--- config.mk ---
export PLATFORM = sky130hd
export DESIGN_NAME = midi_voice_allocator_unit
export DESIGN_NICKNAME = d
export VERILOG_FILES = /design/src/rtl/mva_pkg.sv /design/src/rtl/midi_voice_allocator_unit.sv /design/src/rtl/mva_datapath.sv /design/src/rtl/mva_controller.sv
export VERILOG_INCLUDE_DIRS = /design/src /design/src/rtl
export SDC_FILE = /design/constraint.sdc
export NUM_CORES = 2
export LEC_CHECK = 0
export BUFFER_PORTS_ARGS = -buffer_cell sky130_fd_sc_hd__buf_2
export CAP_MARGIN = 20
export CORE_UTILIZATION = 50
export CTS_BUF_LIST = sky130_fd_sc_hd__clkbuf_8
export DETAILED_ROUTE_END_ITERATION = 7
export PLACE_DENSITY = 0.76
export SYNTH_ARGS = -nofsm -noshare
export SYNTH_HDL_FRONTEND = slang
export SYNTH_HIERARCHICAL = 1
export SYNTH_SLANG_ARGS = --single-unit
--- constraint.sdc ---
create_clock -name clock -period 5.2 [get_ports clock]
set_clock_uncertainty 0.05 [all_clocks]
set_input_delay 0.26 -clock clock [delete_from_list [all_inputs] [get_ports clock]]
set_output_delay 0.26 -clock clock [all_outputs]
set_load 0.02 [all_outputs]
--- src/rtl/midi_voice_allocator_unit_defines.svh ---
// ---------------------------------------------------------------------------
// Assertion macros for the voice allocator
// Concurrent checks that drop out of synthesis builds.
// ---------------------------------------------------------------------------
`ifndef MIDI_VOICE_ALLOCATOR_UNIT_DEFINES_SVH
`define MIDI_VOICE_ALLOCATOR_UNIT_DEFINES_SVH
`ifndef SYNTH
// The property must hold at every clock edge outside reset.
`define MVA_ASSERT(label, clk, rst, prop) \
   label: assert property (@(posedge clk) disable iff (rst) prop) \
      else $error("voice allocator assertion failed");
// The condition must never be true outside reset.
`define MVA_NEVER(label, clk, rst, cond) \
   label: assert property (@(posedge clk) disable iff (rst) !(cond)) \
      else $error("voice allocator forbidden condition seen");
`else
`define MVA_ASSERT(label, clk, rst, prop)
`define MVA_NEVER(label, clk, rst, cond)
`endif
`endif

--- src/rtl/mva_pkg.sv ---
// ---------------------------------------------------------------------------
// Voice allocator package
// Shared constants, types and a helper function of the voice allocator.
// ---------------------------------------------------------------------------
`timescale 1ns / 1ps

package mva_pkg;

   localparam int NOTE_COUNT  = 128;
   localparam int VOICE_COUNT = 4;
   // The voice field is two bits wide, so at most four voices are driven.
   localparam int VOICES_USED = (VOICE_COUNT > 4) ? 4 : VOICE_COUNT;
   localparam int NOTE_W      = $clog2(NOTE_COUNT);

   localparam logic [7:0] IDLE_PITCH   = 8'd255;
   localparam logic [6:0] TOP_NOTE     = 7'd127;
   localparam logic [6:0] VEL_LOW_EDGE = 7'd64;
   localparam logic [3:0] DUO_CHANNEL  = 4'd14;
   localparam logic [3:0] MONO_CHANNEL = 4'd0;

   localparam logic [1:0] REQ_NOTE_ON  = 2'd0;
   localparam logic [1:0] REQ_NOTE_OFF = 2'd1;
   localparam logic [1:0] REQ_ALL_OFF  = 2'd2;

   typedef enum logic [2:0] {
      CLS_NONE,
      CLS_MONO_ON,
      CLS_MONO_OFF,
      CLS_POLY_ON,
      CLS_POLY_OFF,
      CLS_DIRECT_ON,
      CLS_DIRECT_OFF,
      CLS_ALL_OFF
   } cls_type;

   typedef enum logic [2:0] {
      ST_IDLE,
      ST_SETUP,
      ST_SCAN,
      ST_READ,
      ST_FINISH,
      ST_ALLOFF
   } state_type;

   // Commands from the controller to the datapath.
   typedef struct packed {
      logic load;
      logic setup;
      logic scan;
      logic read;
      logic finish;
      logic emit_off;
   } cmd_type;

   // Status from the datapath to the controller.
   typedef struct packed {
      cls_type cls;
      logic    needs_scan;
      logic    match;
      logic    scan_done;
      logic    off_last;
   } stat_type;

   // Direct channels 1 to 13 map onto voice (channel - 1) mod VOICES_USED.
   function automatic logic [1:0] direct_voice(input logic [3:0] ch);
      logic [3:0] rem;
      rem = ch - 4'd1;
      for (int i = 0; i < 8; i++) begin
         if (rem >= 4'(VOICES_USED)) begin
            rem = rem - 4'(VOICES_USED);
         end
      end
      return rem[1:0];
   endfunction

endpackage

--- src/rtl/midi_voice_allocator_unit.sv ---
// ---------------------------------------------------------------------------
// MIDI voice allocator
// Turns note events into gate and pitch commands for up to four voices.
// ---------------------------------------------------------------------------
// A request word is taken when start is high and busy is low; busy stays high
// until the request is done. Note on and note off words on the direct and
// polyphonic channels without a key search pass from setup straight to the
// result. A mono note on with keys held, a mono release with more than one
// key held and a polyphonic release that frees a voice search the held-key
// table one key per clock, lowest key first, stopping at the first match,
// then read the held velocity from the table memory. All notes off issues one
// gate stop per voice on consecutive cycles. Each result word is shown for
// exactly one cycle under rsp_strobe and must be taken then, as the receiver
// cannot stall the block; rsp_last_result marks the final word of a request.
`timescale 1ns / 1ps

module midi_voice_allocator_unit (
   input  logic       clock,
   input  logic       reset,
   input  logic       start,
   output logic       busy,
   input  logic [1:0] req_type,
   input  logic [3:0] req_midi_channel,
   input  logic [6:0] req_note_number,
   input  logic [6:0] req_note_velocity,
   output logic       rsp_strobe,
   output logic [1:0] rsp_voice,
   output logic       rsp_gate_start,
   output logic       rsp_gate_stop,
   output logic       rsp_pitch_update,
   output logic [6:0] rsp_pitch,
   output logic [6:0] rsp_velocity_out,
   output logic       rsp_velocity_low_flag,
   output logic       rsp_last_result
);

   mva_pkg::cmd_type  cmd;
   mva_pkg::stat_type stat;

   mva_controller u_controller (
      .clock (clock),
      .reset (reset),
      .start (start),
      .busy  (busy),
      .stat  (stat),
      .cmd   (cmd)
   );

   mva_datapath u_datapath (
      .clock                 (clock),
      .reset                 (reset),
      .cmd                   (cmd),
      .stat                  (stat),
      .req_type              (req_type),
      .req_midi_channel      (req_midi_channel),
      .req_note_number       (req_note_number),
      .req_note_velocity     (req_note_velocity),
      .rsp_strobe            (rsp_strobe),
      .rsp_voice             (rsp_voice),
      .rsp_gate_start        (rsp_gate_start),
      .rsp_gate_stop         (rsp_gate_stop),
      .rsp_pitch_update      (rsp_pitch_update),
      .rsp_pitch             (rsp_pitch),
      .rsp_velocity_out      (rsp_velocity_out),
      .rsp_velocity_low_flag (rsp_velocity_low_flag),
      .rsp_last_result       (rsp_last_result)
   );

endmodule

--- src/rtl/mva_datapath.sv ---
// ---------------------------------------------------------------------------
// Voice allocator datapath
// Held-key table, voice pitches, key scan and the result register.
// ---------------------------------------------------------------------------
`timescale 1ns / 1ps

module mva_datapath (
   input  logic              clock,
   input  logic              reset,
   input  mva_pkg::cmd_type  cmd,
   output mva_pkg::stat_type stat,
   input  logic [1:0]        req_type,
   input  logic [3:0]        req_midi_channel,
   input  logic [6:0]        req_note_number,
   input  logic [6:0]        req_note_velocity,
   output logic              rsp_strobe,
   output logic [1:0]        rsp_voice,
   output logic              rsp_gate_start,
   output logic              rsp_gate_stop,
   output logic              rsp_pitch_update,
   output logic [6:0]        rsp_pitch,
   output logic [6:0]        rsp_velocity_out,
   output logic              rsp_velocity_low_flag,
   output logic              rsp_last_result
);

   localparam int VU = mva_pkg::VOICES_USED;

   // Latched request word.
   logic [1:0] type_ff;
   logic [3:0] chan_ff;
   logic [6:0] note_ff;
   logic [6:0] vel_ff;

   // Held keys: a valid bit per key, the velocity in a memory.
   logic [mva_pkg::NOTE_COUNT-1:0] valid_ff;
   logic [6:0] vel_mem [mva_pkg::NOTE_COUNT];
   logic [6:0] rd_ff;

   logic [7:0] vp_ff [VU];
   logic [7:0] keys_ff;
   logic [6:0] scan_ff;
   logic       hit_ff;
   logic [6:0] hit_idx_ff;
   logic [1:0] voice_ff;
   logic [1:0] off_ff;

   logic [1:0] rsp_voice_ff;
   logic       rsp_strobe_ff, rsp_start_ff, rsp_stop_ff, rsp_upd_ff, rsp_last_ff;
   logic [6:0] rsp_pitch_ff, rsp_vel_ff;

   mva_pkg::cls_type cls;
   logic [2:0] n_voices;
   logic [1:0] max_v, match_v, dir_v;
   logic       match, playing, hit_now;
   logic       fin_start, fin_stop, fin_upd;
   logic [6:0] fin_pitch, fin_vel;

   // Classify the latched request.
   always_comb begin
      logic is_on;
      is_on = (type_ff == mva_pkg::REQ_NOTE_ON) && (vel_ff != 7'd0);
      if (is_on) begin
         if (chan_ff == mva_pkg::MONO_CHANNEL) cls = mva_pkg::CLS_MONO_ON;
         else if (chan_ff >= mva_pkg::DUO_CHANNEL) cls = mva_pkg::CLS_POLY_ON;
         else cls = mva_pkg::CLS_DIRECT_ON;
      end else if (type_ff inside {mva_pkg::REQ_NOTE_ON, mva_pkg::REQ_NOTE_OFF}) begin
         if (chan_ff == mva_pkg::MONO_CHANNEL) cls = mva_pkg::CLS_MONO_OFF;
         else if (chan_ff >= mva_pkg::DUO_CHANNEL) cls = mva_pkg::CLS_POLY_OFF;
         else cls = mva_pkg::CLS_DIRECT_OFF;
      end else if (type_ff == mva_pkg::REQ_ALL_OFF) begin
         cls = mva_pkg::CLS_ALL_OFF;
      end else begin
         cls = mva_pkg::CLS_NONE;
      end
   end

   // Voice selection: highest pitch to steal, matching pitch to free.
   always_comb begin
      logic [7:0] best;
      logic       found;
      n_voices = (chan_ff == mva_pkg::DUO_CHANNEL) ? 3'd2 : 3'(VU);
      dir_v    = mva_pkg::direct_voice(chan_ff);
      best     = 8'd0;
      max_v    = 2'd0;
      found    = 1'b0;
      match_v  = 2'd0;
      playing  = 1'b0;
      for (int i = 0; i < VU; i++) begin
         if (3'(i) < n_voices) begin
            if (vp_ff[i] >= best) begin
               best  = vp_ff[i];
               max_v = 2'(i);
            end
            if (!found && vp_ff[i] == {1'b0, note_ff}) begin
               found   = 1'b1;
               match_v = 2'(i);
            end
            if (vp_ff[i] == {1'b0, scan_ff}) playing = 1'b1;
         end
      end
      if (cls == mva_pkg::CLS_DIRECT_OFF) match = (vp_ff[dir_v] == {1'b0, note_ff});
      else match = found;
   end

   // Scan hit: a held key, and for a polyphonic release one no voice is sounding.
   assign hit_now = valid_ff[scan_ff] &&
                    !(cls == mva_pkg::CLS_POLY_OFF && playing);

   always_comb begin
      stat.cls       = cls;
      stat.match     = match;
      stat.scan_done = hit_now || (scan_ff == mva_pkg::TOP_NOTE);
      stat.off_last  = (off_ff == 2'(VU - 1));
      case (cls)
         mva_pkg::CLS_MONO_ON:  stat.needs_scan = (keys_ff != 8'd0);
         mva_pkg::CLS_MONO_OFF: stat.needs_scan = (keys_ff > 8'd1);
         mva_pkg::CLS_POLY_OFF: stat.needs_scan = match;
         default:               stat.needs_scan = 1'b0;
      endcase
   end

   // Result of a single-result request.
   always_comb begin
      fin_start = 1'b0;
      fin_stop  = 1'b0;
      fin_upd   = 1'b0;
      fin_pitch = note_ff;
      fin_vel   = vel_ff;
      case (cls)
         mva_pkg::CLS_MONO_ON: begin
            fin_upd   = (keys_ff == 8'd0) ||
                        (hit_ff ? (note_ff < hit_idx_ff) : (note_ff != mva_pkg::TOP_NOTE));
            fin_start = !((keys_ff != 8'd0) && fin_upd);
         end
         mva_pkg::CLS_POLY_ON, mva_pkg::CLS_DIRECT_ON: begin
            fin_upd   = 1'b1;
            fin_start = 1'b1;
         end
         mva_pkg::CLS_MONO_OFF, mva_pkg::CLS_POLY_OFF: begin
            fin_upd   = hit_ff;
            fin_stop  = !hit_ff;
            fin_pitch = hit_idx_ff;
            fin_vel   = rd_ff;
         end
         mva_pkg::CLS_DIRECT_OFF: fin_stop = 1'b1;
         default: fin_stop = 1'b0;
      endcase
   end

   // Control state.
   always_ff @(posedge clock) begin
      if (reset) begin
         valid_ff      <= '0;
         keys_ff       <= 8'd0;
         rsp_strobe_ff <= 1'b0;
         for (int i = 0; i < VU; i++) vp_ff[i] <= mva_pkg::IDLE_PITCH;
      end else begin
         rsp_strobe_ff <= cmd.finish || cmd.emit_off;
         if (cmd.setup) begin
            case (cls)
               mva_pkg::CLS_MONO_OFF: begin
                  valid_ff[note_ff] <= 1'b0;
                  if (keys_ff != 8'd0) keys_ff <= keys_ff - 8'd1;
               end
               mva_pkg::CLS_POLY_OFF: begin
                  valid_ff[note_ff] <= 1'b0;
                  if (match) vp_ff[match_v] <= mva_pkg::IDLE_PITCH;
               end
               mva_pkg::CLS_ALL_OFF: begin
                  valid_ff <= '0;
                  keys_ff  <= 8'd0;
                  for (int i = 0; i < VU; i++) vp_ff[i] <= mva_pkg::IDLE_PITCH;
               end
               default: keys_ff <= keys_ff;
            endcase
         end
         if (cmd.finish) begin
            case (cls)
               mva_pkg::CLS_MONO_ON: begin
                  valid_ff[note_ff] <= 1'b1;
                  if (keys_ff != 8'hFF) keys_ff <= keys_ff + 8'd1;
                  if (fin_upd) vp_ff[0] <= {1'b0, note_ff};
               end
               mva_pkg::CLS_POLY_ON: begin
                  valid_ff[note_ff] <= 1'b1;
                  vp_ff[voice_ff]   <= {1'b0, note_ff};
               end
               mva_pkg::CLS_DIRECT_ON: vp_ff[voice_ff] <= {1'b0, note_ff};
               mva_pkg::CLS_DIRECT_OFF: vp_ff[voice_ff] <= mva_pkg::IDLE_PITCH;
               mva_pkg::CLS_MONO_OFF, mva_pkg::CLS_POLY_OFF: begin
                  vp_ff[voice_ff] <= hit_ff ? {1'b0, hit_idx_ff} : mva_pkg::IDLE_PITCH;
               end
               default: keys_ff <= keys_ff;
            endcase
         end
      end
   end

   // Request latch, scan registers and the velocity memory.
   always_ff @(posedge clock) begin
      if (cmd.load) begin
         type_ff <= req_type;
         chan_ff <= req_midi_channel;
         note_ff <= req_note_number;
         vel_ff  <= req_note_velocity;
      end
      if (cmd.setup) begin
         scan_ff <= 7'd0;
         hit_ff  <= 1'b0;
         off_ff  <= 2'd0;
         case (cls)
            mva_pkg::CLS_POLY_ON:  voice_ff <= max_v;
            mva_pkg::CLS_POLY_OFF: voice_ff <= match_v;
            mva_pkg::CLS_DIRECT_ON, mva_pkg::CLS_DIRECT_OFF: voice_ff <= dir_v;
            default: voice_ff <= 2'd0;
         endcase
      end
      if (cmd.scan) begin
         scan_ff <= scan_ff + 7'd1;
         if (hit_now && !hit_ff) begin
            hit_ff     <= 1'b1;
            hit_idx_ff <= scan_ff;
         end
      end
      if (cmd.read) rd_ff <= vel_mem[hit_idx_ff];
      if (cmd.finish && (cls inside {mva_pkg::CLS_MONO_ON, mva_pkg::CLS_POLY_ON})) begin
         vel_mem[note_ff] <= vel_ff;
      end
      if (cmd.emit_off) off_ff <= off_ff + 2'd1;
   end

   // Result register.
   always_ff @(posedge clock) begin
      if (cmd.finish) begin
         rsp_voice_ff <= voice_ff;
         rsp_start_ff <= fin_start;
         rsp_stop_ff  <= fin_stop;
         rsp_upd_ff   <= fin_upd;
         rsp_pitch_ff <= fin_upd ? fin_pitch : 7'd0;
         rsp_vel_ff   <= fin_upd ? fin_vel : 7'd0;
         rsp_last_ff  <= 1'b1;
      end else if (cmd.emit_off) begin
         rsp_voice_ff <= off_ff;
         rsp_start_ff <= 1'b0;
         rsp_stop_ff  <= 1'b1;
         rsp_upd_ff   <= 1'b0;
         rsp_pitch_ff <= 7'd0;
         rsp_vel_ff   <= 7'd0;
         rsp_last_ff  <= stat.off_last;
      end
   end

   assign rsp_strobe            = rsp_strobe_ff;
   assign rsp_voice             = rsp_voice_ff;
   assign rsp_gate_start        = rsp_start_ff;
   assign rsp_gate_stop         = rsp_stop_ff;
   assign rsp_pitch_update      = rsp_upd_ff;
   assign rsp_pitch             = rsp_pitch_ff;
   assign rsp_velocity_out      = rsp_vel_ff;
   assign rsp_velocity_low_flag = rsp_upd_ff && (rsp_vel_ff < mva_pkg::VEL_LOW_EDGE);
   assign rsp_last_result       = rsp_last_ff;

endmodule

--- src/rtl/mva_controller.sv ---
// ---------------------------------------------------------------------------
// Voice allocator controller
// Sequences setup, key scan, memory read and result issue per request.
// ---------------------------------------------------------------------------
`timescale 1ns / 1ps
`include "midi_voice_allocator_unit_defines.svh"

module mva_controller (
   input  logic              clock,
   input  logic              reset,
   input  logic              start,
   output logic              busy,
   input  mva_pkg::stat_type stat,
   output mva_pkg::cmd_type  cmd
);

   mva_pkg::state_type state_ff, state_in;

   // State register.
   always_ff @(posedge clock) begin
      if (reset) begin
         state_ff <= mva_pkg::ST_IDLE;
      end else begin
         state_ff <= state_in;
      end
   end

   // Next state and commands.
   always_comb begin
      state_in = state_ff;
      cmd      = '0;
      case (state_ff)
         mva_pkg::ST_IDLE: begin
            if (start) begin
               cmd.load = 1'b1;
               state_in = mva_pkg::ST_SETUP;
            end
         end
         mva_pkg::ST_SETUP: begin
            cmd.setup = 1'b1;
            if (stat.cls == mva_pkg::CLS_NONE) begin
               state_in = mva_pkg::ST_IDLE;
            end else if ((stat.cls inside {mva_pkg::CLS_POLY_OFF, mva_pkg::CLS_DIRECT_OFF}) &&
                         !stat.match) begin
               state_in = mva_pkg::ST_IDLE;
            end else if (stat.cls == mva_pkg::CLS_ALL_OFF) begin
               state_in = mva_pkg::ST_ALLOFF;
            end else if (stat.needs_scan) begin
               state_in = mva_pkg::ST_SCAN;
            end else begin
               state_in = mva_pkg::ST_FINISH;
            end
         end
         mva_pkg::ST_SCAN: begin
            cmd.scan = 1'b1;
            if (stat.scan_done) state_in = mva_pkg::ST_READ;
         end
         mva_pkg::ST_READ: begin
            cmd.read = 1'b1;
            state_in = mva_pkg::ST_FINISH;
         end
         mva_pkg::ST_FINISH: begin
            cmd.finish = 1'b1;
            state_in   = mva_pkg::ST_IDLE;
         end
         mva_pkg::ST_ALLOFF: begin
            cmd.emit_off = 1'b1;
            if (stat.off_last) state_in = mva_pkg::ST_IDLE;
         end
         default: state_in = mva_pkg::ST_IDLE;
      endcase
   end

   assign busy = (state_ff != mva_pkg::ST_IDLE);

   // A new word is taken only while no request is in progress.
   `MVA_NEVER(a_load_idle, clock, reset, cmd.load && busy)
   // A finished scan always reads the held velocity next.
   `MVA_ASSERT(a_scan_read, clock, reset, cmd.scan && stat.scan_done |=> cmd.read)
   // A memory read is always followed by the result issue.
   `MVA_ASSERT(a_read_finish, clock, reset, cmd.read |=> cmd.finish)
   // After a single result the block is free again.
   `MVA_ASSERT(a_finish_idle, clock, reset, cmd.finish |=> !busy)

endmodule
# After elaboration in Yosys (flattened, before gate mapping)
# Memory sizes are Yosys's and may differ from the RTL's. A register that Yosys moved wholly into a read port is not among the register bits.
# Index checks and enable logic that the tools add are counted.
# op_classes
bitwise_logic	11
magnitude_cmp	23
add_sub_neg	13
n_mux	157
n_reduce_logical	45
n_eq_ne	32
# ops
operator	n
128-bit two-way mux	4
128-bit one-hot mux with 2 select lines	1
8-bit two-way mux	21
128-bit AND	1
128-bit inverter	1
128-bit bitwise OR	1
1-bit two-way mux	73
8-bit by 7-bit equality test with 1-bit output	9
7-bit two-way mux	9
3-bit two-way mux	14
2-bit two-way mux	18
4-bit by 3-bit greater-or-equal comparator with 1-bit output, second input constant	8
8-bit one-hot mux with 2 select lines	2
4-bit two-way mux	7
4-bit by 3-bit subtractor with 4-bit output, second input constant	7
8-bit greater-or-equal comparator	3
3-bit equality test, second input constant	6
7-bit by 8-bit less-than comparator with 1-bit output, second input constant	2
8-bit OR reduction	2
3-bit one-hot mux with 5 select lines	1
3-bit by 2-bit equality test with 1-bit output, second input constant	4
1-bit logical AND	12
2-bit nonzero test	6
8-bit by 1-bit adder with 8-bit output, second input constant	1
41 further kinds	68
# word_totals
wordCells	303
n_memories	2
ram_bits	928
out_inout_bits	23
register_bits	199
# memory_table
memory	words	word_bits	rd	rd_ports_with_merged_regs	write_ports	line	rtl
u_datapath.vel_mem	128	7	1	1	1	mva_datapath.sv:37	logic [6:0] vel_mem [mva_pkg::NOTE_COUNT];
u_datapath.vp_ff	4	8	5	0	4	mva_datapath.sv:40	logic [7:0] vp_ff [VU];

# Longest topological paths before layout
# An unclocked memory read counts as a cell.
# logic_depth
depth_word	28
depth_mapped	24

# By module
# Netlist, hierarchy kept.
# modules_own_cells
mod	instances	cells_each	area_each_um2
mva_datapath	1	2927	47589.4
mva_controller	1	28	224.0

# Worst setup path before layout
# OpenSTA, ideal clock, no wires.
# synth_path
kind	flip-flop to flip-flop
startpoint	mem u_datapath.vp_ff[0][0]
endpoint	reg u_datapath.voice_ff[1] (data pin)
slack_ps	-48
path_stages_with_launch	24
setup_ps	255
t_arrival_ps	4943
synth_period_minus_slack_ps	5248
path_cell_list	edfxtp_1 ha_1 nand2b_1 a21o_1 a21oi_1 o21ai_0 a311oi_1 clkbuf_1 mux2_2 ha_1 nand2b_1 a21o_1 a21o_1 a21oi_1 nor2_1 mux2_2 ha_1 nand2b_1 a21o_1 a211oi_1 o21ai_0 a2bb2oi_1 o32ai_1 and2_1
# synth_rtl
item	line	rtl
start: declaration	mva_datapath.sv:40	
end signal: assignment	mva_datapath.sv:213	mva_pkg::CLS_POLY_ON: voice_ff <= max_v;
end signal: assignment	mva_datapath.sv:214	mva_pkg::CLS_POLY_OFF: voice_ff <= match_v;
end signal: assignment	mva_datapath.sv:215	mva_pkg::CLS_DIRECT_ON, mva_pkg::CLS_DIRECT_OFF: voice_ff <= dir_v;
end: declaration	mva_datapath.sv:45	logic [1:0] voice_ff;

==> impl_metrics.ini <==
[detailed_routing]
vias_per_cell = 6.21
drt_iter0_drc = 3951
first_pass_iters = 6
drcViolationCount = 0
detail-route-antenna-nets = 0
dr_total_vias = 28000
wl_per_cell_um = 25.8
routed_wl_mm = 116

[timing]
hold_viol_final = 0
tightest_slew_ns = 1.14
fmax_ghz = 0.199
min_period_ns = 5.02
setup_viol = 0
slew_viol_final = 0
post-route-period-util = 0.966
setup_ws_ns = 0.176
max_slew_margin = 0.231

[clock_tree]
numCtsBuffers = 172
clk_path_buf_depth = 3
clkLatencyLatePin_ns = 0.87
htreeDepth = 4
cts_tree = yes
cts_sinks = 1134
path_clk_slew_ns = 0.07
ctsRootBufferMaster = clkbuf_8

[worst_setup_path]
crit_chain = ha_1, nand2b_1, a21o_1, a21oi_1, o21ai_1, a311oi_2, buf_4, mux2i_4, ha_4, a2111oi_4, nand2b_1, a21oi_2, nor2_4, buf_12, mux2_2, ha_1, a21o_1, a211oi_1, o21ai_1, a2bb2oi_2, o32ai_1, and2_1
path_class = register to register
cp.arrival_ns = 5.59
cp.required_ns = 5.77
r2r-end = u_datapath/voice_ff[1]$_DFFE_PP_
cp-start-kind = register
critical_path.max_fanout = 8
regToRegSetupSlack_ns = 0.18
endpoint_kind = register
r2r_start = u_datapath/vp_ff[0][0]$_DFFE_PP_
r2r_cells = 22
critPathMaxStageDelay_ns = 0.41
cp_slowest_cell = a311oi_2

[power_and_ir_drop]
leakage_nw = 18.4
power_density_nw_per_um2 = 328
vdd_ir_drop_max_v = 0.000214

[hold_path]
holdCritPathClass = primary input to register
min_delay_path_depth = 2
min_from = req_midi_channel[3]
min_to = u_datapath/chan_ff[3]$_DFFE_PP_

[cells_and_area]
fin_cells = 4508
finalNetCount = 3164
area_growth_pct = 11.5
finish.utilization = 0.562
drive_above_1_share = 0.223

[global_routing]
gr-usage-all-layers = 0.241
overflow = 0
antenna_found_initial = 3
grt_max_degree = 143
grt_pass1_vias = 27600
grt_pass1_wl_mm = 175

[die]
core_area_um2 = 94900
dieArea_um2 = 96900
rows = 113
io_pins = 46
die_h_um = 311
die_w_um = 311
start_util = 0.504

[yosys]
synth_async_sr_flop_share = 0
syn_area_um2 = 47800
ys.flop_type = edfxtp_1
yosysSeqAreaShare = 0.682
ys_ff_latch = 1134
syn_area_per_cell_um2 = 16.2
synth_edf_count = 992
synth.net_count = 3015
yosys_warnings = 6
syn-instance-count = 2955
yosysUniqueCellTypes = 65

[place]
place_ws_ns = -0.178
dp_cells = 4158
portBuffers = 45
place_congestion = 0.916
hpwlAfterDp_mm = 72.2

[status]
status = finished, final reports clean

[job]
drv_cap = 0
[what timing repair did]
item | in CTS | in global routing
hold buffers | 25 | 0
setup endpoints to repair | 2 | 2
buffers inserted | 2 | 3
endpoints found under the hold margin | 68 | 0
pin swaps | 1 | 10
gates resized for setup | 2 | 12
[layout by cell type, fill, tap and decap left out, types with 12 or more instances in the layout]
cell / n
clkinv_1: 40
ha_1: 35
nor4_1: 15
buf_2: 44
nand2_1: 237
buf_4: 85
clkbuf_8: 183
dlygate4sd3_1: 25
nand2b_1: 13
nand3_1: 14
xor2_1: 40
edfxtp_1: 992
a21oi_1: 304
clkinv_2: 12
dfxtp_1: 142
mux4_2: 322
xnor2_1: 28
inv_1: 237
nor3_2: 12
nor3_1: 14
o21ai_0: 150
nor2_1: 54
mux2i_1: 28
[area by class of cell]
cell class                      count  area [µm²]
Antenna cell                        1        2.50
Multi-Input combinational cell   1451       13900
Clock inverter                    130         669
Inverter                          178         671
Fill cell                        7088       41600
Sequential cell                  1134       32600
Timing Repair Buffer              167        1350
Tap cell                         1265        1580
Clock buffer                      182        2500
[cell usage after synthesis (5+ instances only)]
library cell / n / share of area
nor2b_1: 8 / 0.0010
xor2_1: 40 / 0.0073
a211oi_1: 5 / 0.00079
o211ai_1: 5 / 0.00079
and3_1: 10 / 0.0013
mux2i_1: 30 / 0.0063
edfxtp_1: 992 / 0.62
a21o_1: 10 / 0.0016
o21ai_0: 152 / 0.016
inv_1: 176 / 0.014
o31ai_1: 5 / 0.00079
nor3_1: 26 / 0.0027
nand4_1: 8 / 0.0010
clkbuf_1: 134 / 0.011
mux4_2: 322 / 0.15
nand2_1: 238 / 0.019
o32ai_1: 6 / 0.0011
nand2b_1: 13 / 0.0017
o21a_1: 9 / 0.0014
a21oi_1: 305 / 0.032
mux2_2: 11 / 0.0026
buf_2: 39 / 0.0041
ha_1: 37 / 0.0097
a22o_1: 5 / 0.00092
buf_1: 17 / 0.0013
or2_2: 5 / 0.00065
a31oi_1: 5 / 0.00065
xnor2_1: 28 / 0.0051
o221ai_1: 5 / 0.00092
and2_1: 11 / 0.0014
a22oi_1: 10 / 0.0016
dfxtp_1: 142 / 0.059
nor4_1: 16 / 0.0021
a32oi_1: 10 / 0.0018
nand3_1: 14 / 0.0015
nor2_1: 57 / 0.0045
[metrics by stage]
| step | power, mW | hold WS (ns) | setup TNS, ns | cell area (µm²) |
|---|---|---|---|---|
| finish | 17.5 | 0.0594 | 0 | 53300 |
| global route | 18.0 | 0.0441 | -0.00282 | 53300 |
| CTS | 17.6 | 0.00165 | 0 | 53100 |
| detailed placement | 10.8 | 0.388 | -0.178 | 49700 |
| global placement | 10.8 | 0.388 | -0.118 | 49600 |
| floorplan | 10.6 | 0.309 | 0 | 47800 |
[cell families (layout without fill, tap and decap cells)]
kind of cell,after synthesis,after routing,share of synthesized area
mux,364,364,0.161
fa+ha+maj,37,37,0.00968
other cells,0,1,0
flops,1134,1134,0.682
simple gates,418,418,0.0387
buf+inv,370,657,0.0302
compound gates,564,564,0.0657
xor+xnor,68,68,0.0125
[layer usage]
metal | vias up | part of all wire | track usage
li1 | 11900 | - | -
met2 | 1665 | 0.48 | 0.375
met1 | 14200 | 0.39 | 0.335
met4 | 2 | 0.033 | 0.0919
met5 | - | 0.000077 | 0
met3 | 264 | 0.099 | 0.0525
[worst max path at each step]
| stage | from | endpoint | slack (ns) | cells past startpoint |
|---|---|---|---|---|
| after CTS | u_datapath/vp_ff[0][0]$_DFFE_PP_ | u_datapath/voice_ff[1]$_DFFE_PP_ | 0.008 | 22 |
| after global routing | u_datapath/vp_ff[0][0]$_DFFE_PP_ | u_datapath/voice_ff[1]$_DFFE_PP_ | -0.003 | 22 |
| final | u_datapath/vp_ff[0][0]$_DFFE_PP_ | u_datapath/voice_ff[1]$_DFFE_PP_ | 0.18 | 22 |
| after global placement | u_datapath/vp_ff[0][0]$_DFFE_PP_ | u_datapath/voice_ff[1]$_DFFE_PP_ | -0.12 | 22 |
| after detailed placement | u_datapath/vp_ff[0][0]$_DFFE_PP_ | u_datapath/voice_ff[1]$_DFFE_PP_ | -0.18 | 22 |
| after floorplan | u_datapath/vp_ff[0][0]$_DFFE_PP_ | u_datapath/voice_ff[1]$_DFFE_PP_ | 0.05 | 23 |
[registers in the layout, indices dropped and copies added, names as in the netlist, 8 cells and up]
name,cells
u_datapath/keys_ff,8
u_datapath/vel_mem,896
u_datapath/vp_ff,32
u_datapath/valid_ff,128
[power breakdown]
group | leakage (nW) | internal, mW | switching (mW) | total [mW]
sequential | 10.0 | 9.97 | 0.0540 | 10.0
combinational | 6.57 | 0.164 | 0.481 | 0.645
clock | 1.85 | 3.36 | 3.44 | 6.80
[critical path: cells and delay by family, from the launching register on]
kind / cells / cell delay, ns
flops: 1 / 0.39
mux: 2 / 0.54
simple gates: 4 / 0.49
compound gates: 11 / 2.13
fa+ha+maj: 3 / 0.84
buf+inv: 2 / 0.34
No activity file was read; power rests on OpenSTA's default activity.
